[src/rtl/core/pdz_pkg.sv]
// ============================================================================
// pdz_pkg
// Shared types and constants for the perspective dot plotter: controller
// states, controller-to-datapath commands, datapath status, register indexes.
// ============================================================================
package pdz_pkg;

    // Operand widths fixed by the item and register formats
    localparam int COORD_W     = 16;   // side, forward, point_height
    localparam int COLOR_W     = 8;
    localparam int CFG_IDX_W   = 3;
    localparam int CFG_DATA_W  = 16;
    localparam int PLANE_W     = 15;
    localparam int PIX_X_W     = 9;
    localparam int PIX_Y_W     = 8;
    localparam int S_TDATA_W   = 56;
    localparam int M_TDATA_W   = 32;
    localparam int DEPTH_W     = 16;
    localparam logic [DEPTH_W-1:0] DEPTH_FARTHEST = 16'hFFFF;

    // Register indexes
    localparam logic [CFG_IDX_W-1:0] CFG_COS_PITCH  = 3'd0;
    localparam logic [CFG_IDX_W-1:0] CFG_SIN_PITCH  = 3'd1;
    localparam logic [CFG_IDX_W-1:0] CFG_CAM_HEIGHT = 3'd2;
    localparam logic [CFG_IDX_W-1:0] CFG_NEAR_PLANE = 3'd3;
    localparam logic [CFG_IDX_W-1:0] CFG_FAR_PLANE  = 3'd4;

    // Register reset values
    localparam logic signed [15:0] COS_PITCH_RST  = 16'sd14378;
    localparam logic signed [15:0] SIN_PITCH_RST  = -16'sd7855;
    localparam logic signed [15:0] CAM_HEIGHT_RST = 16'sd5120;
    localparam logic [PLANE_W-1:0] NEAR_PLANE_RST = 15'd256;
    localparam logic [PLANE_W-1:0] FAR_PLANE_RST  = 15'd25600;

    // Item kinds
    localparam logic OP_PLOT  = 1'b0;
    localparam logic OP_CLEAR = 1'b1;

    // Shared multiplier operand selection
    typedef enum logic [2:0] {
        MS_H_COS,
        MS_F_SIN,
        MS_H_SIN,
        MS_F_COS,
        MS_X_NUM,
        MS_Y_NUM,
        MS_ADDR
    } mul_sel_t;

    typedef enum logic [4:0] {
        ST_CLEAR,
        ST_IDLE,
        ST_MUL0,
        ST_MUL1,
        ST_MUL2,
        ST_MUL3,
        ST_MUL4,
        ST_CHECK,
        ST_DIVX0,
        ST_DIVX,
        ST_XCHECK,
        ST_DIVY0,
        ST_DIVY,
        ST_YCHECK,
        ST_ADDR0,
        ST_ADDR1,
        ST_READ,
        ST_EMIT
    } state_t;

    typedef struct packed {
        mul_sel_t mul_sel;
        logic     load_in;
        logic     acc_load;
        logic     up_load;
        logic     depth_load;
        logic     div_start;
        logic     div_y;
        logic     div_step;
        logic     px_load;
        logic     py_load;
        logic     addr_load;
        logic     mem_read;
        logic     emit;
        logic     clear_write;
    } dp_cmd_t;

    typedef struct packed {
        logic depth_ok;
        logic div_done;
        logic coord_ok;
        logic hit;
        logic clear_last;
        logic out_free;
    } dp_status_t;

endpackage

[src/rtl/core/pdz_ctrl.sv]
// ============================================================================
// pdz_ctrl
// Sequencer for the plotter: clearing sweep, the multiply steps of the
// rotation, both projection divides, the store lookup and the pixel emit.
// ============================================================================
module pdz_ctrl (
    input  logic                aclk,
    input  logic                aresetn,
    input  logic                in_valid,
    input  logic                in_op,
    output logic                in_ready,
    input  pdz_pkg::dp_status_t status,
    output pdz_pkg::dp_cmd_t    cmd
);
    import pdz_pkg::*;

    state_t state_reg, state_next;

    // Hold state; reset starts with a sweep of the depth store
    always_ff @(posedge aclk) begin
        if (!aresetn) begin
            state_reg <= ST_CLEAR;
        end else begin
            state_reg <= state_next;
        end
    end

    // Next state
    always_comb begin
        state_next = state_reg;
        unique case (state_reg)
            ST_CLEAR:  if (status.clear_last) state_next = ST_IDLE;
            ST_IDLE: begin
                if (in_valid) begin
                    state_next = (in_op == OP_CLEAR) ? ST_CLEAR : ST_MUL0;
                end
            end
            ST_MUL0:   state_next = ST_MUL1;
            ST_MUL1:   state_next = ST_MUL2;
            ST_MUL2:   state_next = ST_MUL3;
            ST_MUL3:   state_next = ST_MUL4;
            ST_MUL4:   state_next = ST_CHECK;
            ST_CHECK:  state_next = status.depth_ok ? ST_DIVX0 : ST_IDLE;
            ST_DIVX0:  state_next = ST_DIVX;
            ST_DIVX:   if (status.div_done) state_next = ST_XCHECK;
            ST_XCHECK: state_next = status.coord_ok ? ST_DIVY0 : ST_IDLE;
            ST_DIVY0:  state_next = ST_DIVY;
            ST_DIVY:   if (status.div_done) state_next = ST_YCHECK;
            ST_YCHECK: state_next = status.coord_ok ? ST_ADDR0 : ST_IDLE;
            ST_ADDR0:  state_next = ST_ADDR1;
            ST_ADDR1:  state_next = ST_READ;
            ST_READ:   state_next = ST_EMIT;
            ST_EMIT: begin
                if (!status.hit || status.out_free) state_next = ST_IDLE;
            end
            default:   state_next = ST_IDLE;
        endcase
    end

    // Commands
    always_comb begin
        cmd      = '0;
        cmd.mul_sel = MS_H_COS;
        in_ready = 1'b0;
        unique case (state_reg)
            ST_CLEAR:  cmd.clear_write = 1'b1;
            ST_IDLE: begin
                in_ready    = 1'b1;
                cmd.load_in = in_valid;
            end
            ST_MUL0:   cmd.mul_sel = MS_H_COS;
            ST_MUL1: begin
                cmd.mul_sel  = MS_F_SIN;
                cmd.acc_load = 1'b1;
            end
            ST_MUL2: begin
                cmd.mul_sel = MS_H_SIN;
                cmd.up_load = 1'b1;
            end
            ST_MUL3: begin
                cmd.mul_sel  = MS_F_COS;
                cmd.acc_load = 1'b1;
            end
            ST_MUL4:   cmd.depth_load = 1'b1;
            ST_CHECK:  cmd.mul_sel = MS_X_NUM;
            ST_DIVX0:  cmd.div_start = 1'b1;
            ST_DIVX:   cmd.div_step = !status.div_done;
            ST_XCHECK: begin
                cmd.mul_sel = MS_Y_NUM;
                cmd.px_load = 1'b1;
            end
            ST_DIVY0: begin
                cmd.div_start = 1'b1;
                cmd.div_y     = 1'b1;
            end
            ST_DIVY:   cmd.div_step = !status.div_done;
            ST_YCHECK: cmd.py_load = 1'b1;
            ST_ADDR0:  cmd.mul_sel = MS_ADDR;
            ST_ADDR1:  cmd.addr_load = 1'b1;
            ST_READ:   cmd.mem_read = 1'b1;
            ST_EMIT:   cmd.emit = status.hit && status.out_free;
            default:   cmd.mul_sel = MS_H_COS;
        endcase
    end

endmodule

[config.mk]
export PLATFORM = sky130hd
export DESIGN_NAME = pdz_ctrl
export DESIGN_NICKNAME = d
export VERILOG_FILES = /design/src/rtl/core/pdz_pkg.sv /design/src/rtl/core/pdz_ctrl.sv
export SDC_FILE = /design/constraint.sdc
export NUM_CORES = 1
export LEC_CHECK = 0
export ABC_AREA = 1
export ABC_CLOCK_PERIOD_IN_PS = 3200
export BUFFER_PORTS_ARGS = -buffer_cell sky130_fd_sc_hd__buf_2
export CAP_MARGIN = 0
export CORE_AREA = 3 3 40 42
export DETAILED_ROUTE_END_ITERATION = 10
export DIE_AREA = 0 0 43 45
export PLACE_DENSITY = 0.91
export SYNTH_ARGS = -nofsm -noshare
export SYNTH_HDL_FRONTEND = slang
export SYNTH_SLANG_ARGS = --single-unit
[constraint.sdc]
create_clock -name aclk -period 3.2 [get_ports aclk]
set_input_delay 0.32 -clock aclk [delete_from_list [all_inputs] [get_ports aclk]]
set_output_delay 0.32 -clock aclk [all_outputs]
set_load 0.005 [all_outputs]
## After elaboration in Yosys (flattened, before gate mapping)

Index checks and enable logic that the tools add are counted.

| storage, ports and cells | value |
|---|---|
| register bits after elaboration | 5 |
| bits of input ports | 10 |
| output and inout port bits | 17 |
| word-level logic and storage cells | 57 |

| operators by class | value |
|---|---|
| muxes and demuxes | 25 |
| eq/ne operators | 22 |
| reductions and logical operators | 9 |

Operators with widths:

| operator | number |
|---|---|
| one-hot mux 5 bit (18 select lines) | 1 |
| == test 5 x 4 -> 1 bit, second input constant | 8 |
| 2-to-1 mux 5 bit | 5 |
| == test 5 x 3 -> 1 bit, second input constant | 4 |
| one-hot mux 3 bit (6 select lines) | 1 |
| 2-to-1 mux 1 bit | 14 |
| 2-to-1 mux 4 bit | 3 |
| == test 5 x 2 -> 1 bit, second input constant | 2 |
| == test 5 bit, second input constant | 2 |
| != test 2 bit, second input constant | 5 |
| OR reduction 2 bit | 3 |
| == test 5 x 1 -> 1 bit, second input constant | 1 |
| zero test 5 bit | 1 |
| AND reduction 5 bit | 1 |
| zero test 1 bit | 2 |
| 2-to-1 mux 2 bit | 1 |
| logical AND 1 bit | 1 |
| logical OR 1 bit | 1 |

## Longest topological paths before layout

| logic depth | value |
|---|---|
| word-level depth | 4 |
| depth in mapped cells | 10 |
| mapped depth without buffers | 10 |

## Worst setup path after synthesis

No wires, ideal clock.

| timing path | value |
|---|---|
| path kind | register -> output |
| from | register state_reg[4] |
| to | output port cmd[13] (netlist bit) |
| cell stages (with the launch flop) | 6 |
| path slack | 1.807 ns |
| arrival | 1.073 ns |
| required time | 2.880 ns |
| buffers on the path | 1 |
| path through | dfxtp_1 -> inv_1 -> buf_6 -> nand3_1 -> nand2_1 -> or2_2 |

RTL lines:

| item | RTL line | RTL |
|---|---|---|
| from (decl) | pdz_ctrl.sv:17 | `state_t state_reg, state_next;` |
| from (signal assigned) | pdz_ctrl.sv:24 | `state_reg <= state_next;` |
| to (decl) | pdz_ctrl.sv:13 | `output pdz_pkg::dp_cmd_t cmd` |

==> flow_summary.ini <==
[route]
met2WireLength_um = 884
via_count = 879
route.detailed.drc = 0
drt-met1-wl_um = 719
highest_layer = met4
routed-wl-met3_um = 186
drt-wirelength-per-cell_um = 10.98
vias_per_cell = 5.327
final_antenna_net_count = 0
first_pass_iters = 4
routed_wl_um = 1811
drt_iter0_markers = 53

[clock_network]
numCtsBuffers = 3
clock_sinks = 5
cts_hold_buf = 0
post_cts_buffers = 0
htreeDepth = 1
path_clk_slew_ns = 0.04
cts_tree = built
cts-root-buf = clkbuf_4
cts_buffer_depth = 2
cts_resized = 0
clk_latency_ns = 0.24

[sta]
fin_tns_setup_ns = 0
finalSetupViolCount = 0
fin_crit_ns = 1.984
max_freq_ghz = 0.5039
rsz0062_at_grt = false
worst_slew_pin_slew_ns = 0.4252
relSlewSlack = 0.7162
hold_slack_ns = 0.3810
period_share = 0.6201
fin_skew_ns = 0.001656
slew_violations = 0
finalHoldViolCount = 0

[placed_design]
hpwlAfterDp_um = 1495
place_congestion = 0.9116
placed_area_um2 = 783.3
port_buffers = 26

[floorplanning]
ios = 27
fp.dieW_um = 43
num_rows = 13
start_util = 0.5024
core_area_um2 = 1285
die_y_um = 45
die_area_um2 = 1935

[worst_setup_path]
rrSetupSlack_ns = 1.62
endpoint = cmd[13]
path_class = flop to output port
critPathLaunchType = flop
path_max_fanout = 14
critPathArrivalTime_ns = 1.66
r2r_start = state_reg[4]
critPathLaunch = state_reg[4]
r2r_end = state_reg[3]
rr_worst_depth = 7
endpoint_kind = output port
worstPathRequired_ns = 2.88

[min_path]
hold_path.class = primary input to flop

[synth]
yosys_register_bits = 5
yosys-top-cells-area = nand2_1 (18%), dfxtp_1 (16%), nand3_1 (14%)
synth_top_flop_cell = dfxtp_1
synth_warnings = 0
yosysMostFrequentCell = nand2_1
postSynthCellCount = 121
synth_commonest_cells = nand2_1 (31), nor2_1 (22), inv_1 (21), nand3_1 (18), dfxtp_1 (5)
yosysTopAreaCell = nand2_1
synth-edff-count = 0
yosysSeqAreaShare = 0.1550
syn_nets = 131
synth_top_area_share = 0.1802
syn-cell-area_um2 = 645.6
avgSynthCellArea_um2 = 5.336
ys_types = 18
synthArstFlopShare = 0

[finish]
area_growth_pct = 25.39
largest_reg_flops = 5
diodes = 0
drive_gt1_frac = 0.2800
fin_area_um2 = 809.5
fillers = 125
nets = 161

[global_routing]
grt_max_degree = 15
grt_pass1_wl_um = 2953
globalRoute.totalOverflow = 0
grt_usage = 0.2005
grt_pass1_vias = 730
antenna_found_initial = 0

[pwr]
p_leak_nw = 0.5424
ir_drop_uv = 222.2
p_per_area_nw_per_um2 = 263.6

[run_status]
status = finished clean

[run]
cap_violations = 0
==> power breakdown <==
group          total [mW]  leakage, nW  internal, mW  switching (mW)
Sequential         0.0725       0.0406        0.0658         0.00668
Clock              0.0715       0.0150        0.0470          0.0244
Combinational      0.0694        0.487        0.0262          0.0432
==> layout make-up <==
type                    count  area [µm²]  area share
clock buffers               4       26.28     0.03246
inverters                  24       90.09      0.1113
multi-input cells          91       444.2      0.5487
flip-flops and latches      5       100.1      0.1236
well taps                  15       18.77     0.02318
repair buffers             26       130.1      0.1607
==> cells in the final DEF (no fill, tap or decap), drive strengths merged <==
master | synthesis | routed
dfxtp | 5 | 5
nand4 | 2 | 2
o21ai | 2 | 2
a21oi | 2 | 2
a31oi | 3 | 3
or2 | 1 | 1
inv | 24 | 24
nor2 | 27 | 27
clkbuf | 0 | 4
nand2 | 31 | 31
nand3 | 21 | 21
buf | 1 | 26
nor3 | 1 | 1
o211a | 1 | 1
==> layer usage <==
layer  track usage  vias to the layer above
met1        0.2428                      388
met4       0.04217                        0
met5             0                        -
met3       0.06773                        4
met2        0.3473                       50
li1              -                      437
==> worst min path at each step <==
stage	to	from	slack, ns	cells past startpoint
final	state_reg[1]	aresetn	0.38	3
after global routing	state_reg[1]	aresetn	0.41	3
after CTS	state_reg[1]	aresetn	0.38	3
after detailed placement	state_reg[1]	aresetn	0.62	3
after global placement	state_reg[1]	aresetn	0.62	3
after floorplan	state_reg[1]	aresetn	0.48	2
==> stage by stage <==
stage	util	setup slack (ns)	std cells	power, mW
finish	0.6300	1.216	165	0.2134
global route	0.6300	1.045	165	0.2317
CTS	0.6300	1.235	165	0.2154
detailed placement	0.6095	1.494	161	0.1428
global placement	0.6095	1.557	161	0.1418
floorplan	-	1.807	121	0.1182
==> worst max-delay path: stages, from the launching register on <==
cell and delay (ns):
dfxtp_1 0.33, inv_1 0.34, nand2_1 0.09, nor2_1 0.26
nand2_1 0.12, nand2_1 0.08, or2_2 0.10, buf_2 0.10
==> cell families (layout without fill, tap and decap cells) <==
kind of cell,count (synthesis),in the layout,share of synthesized area
buf+inv,25,54,0.1570
compound gates,8,8,0.09303
flops,5,5,0.1550
simple gates,83,83,0.5950
Power figures use the tool's default switching activity.
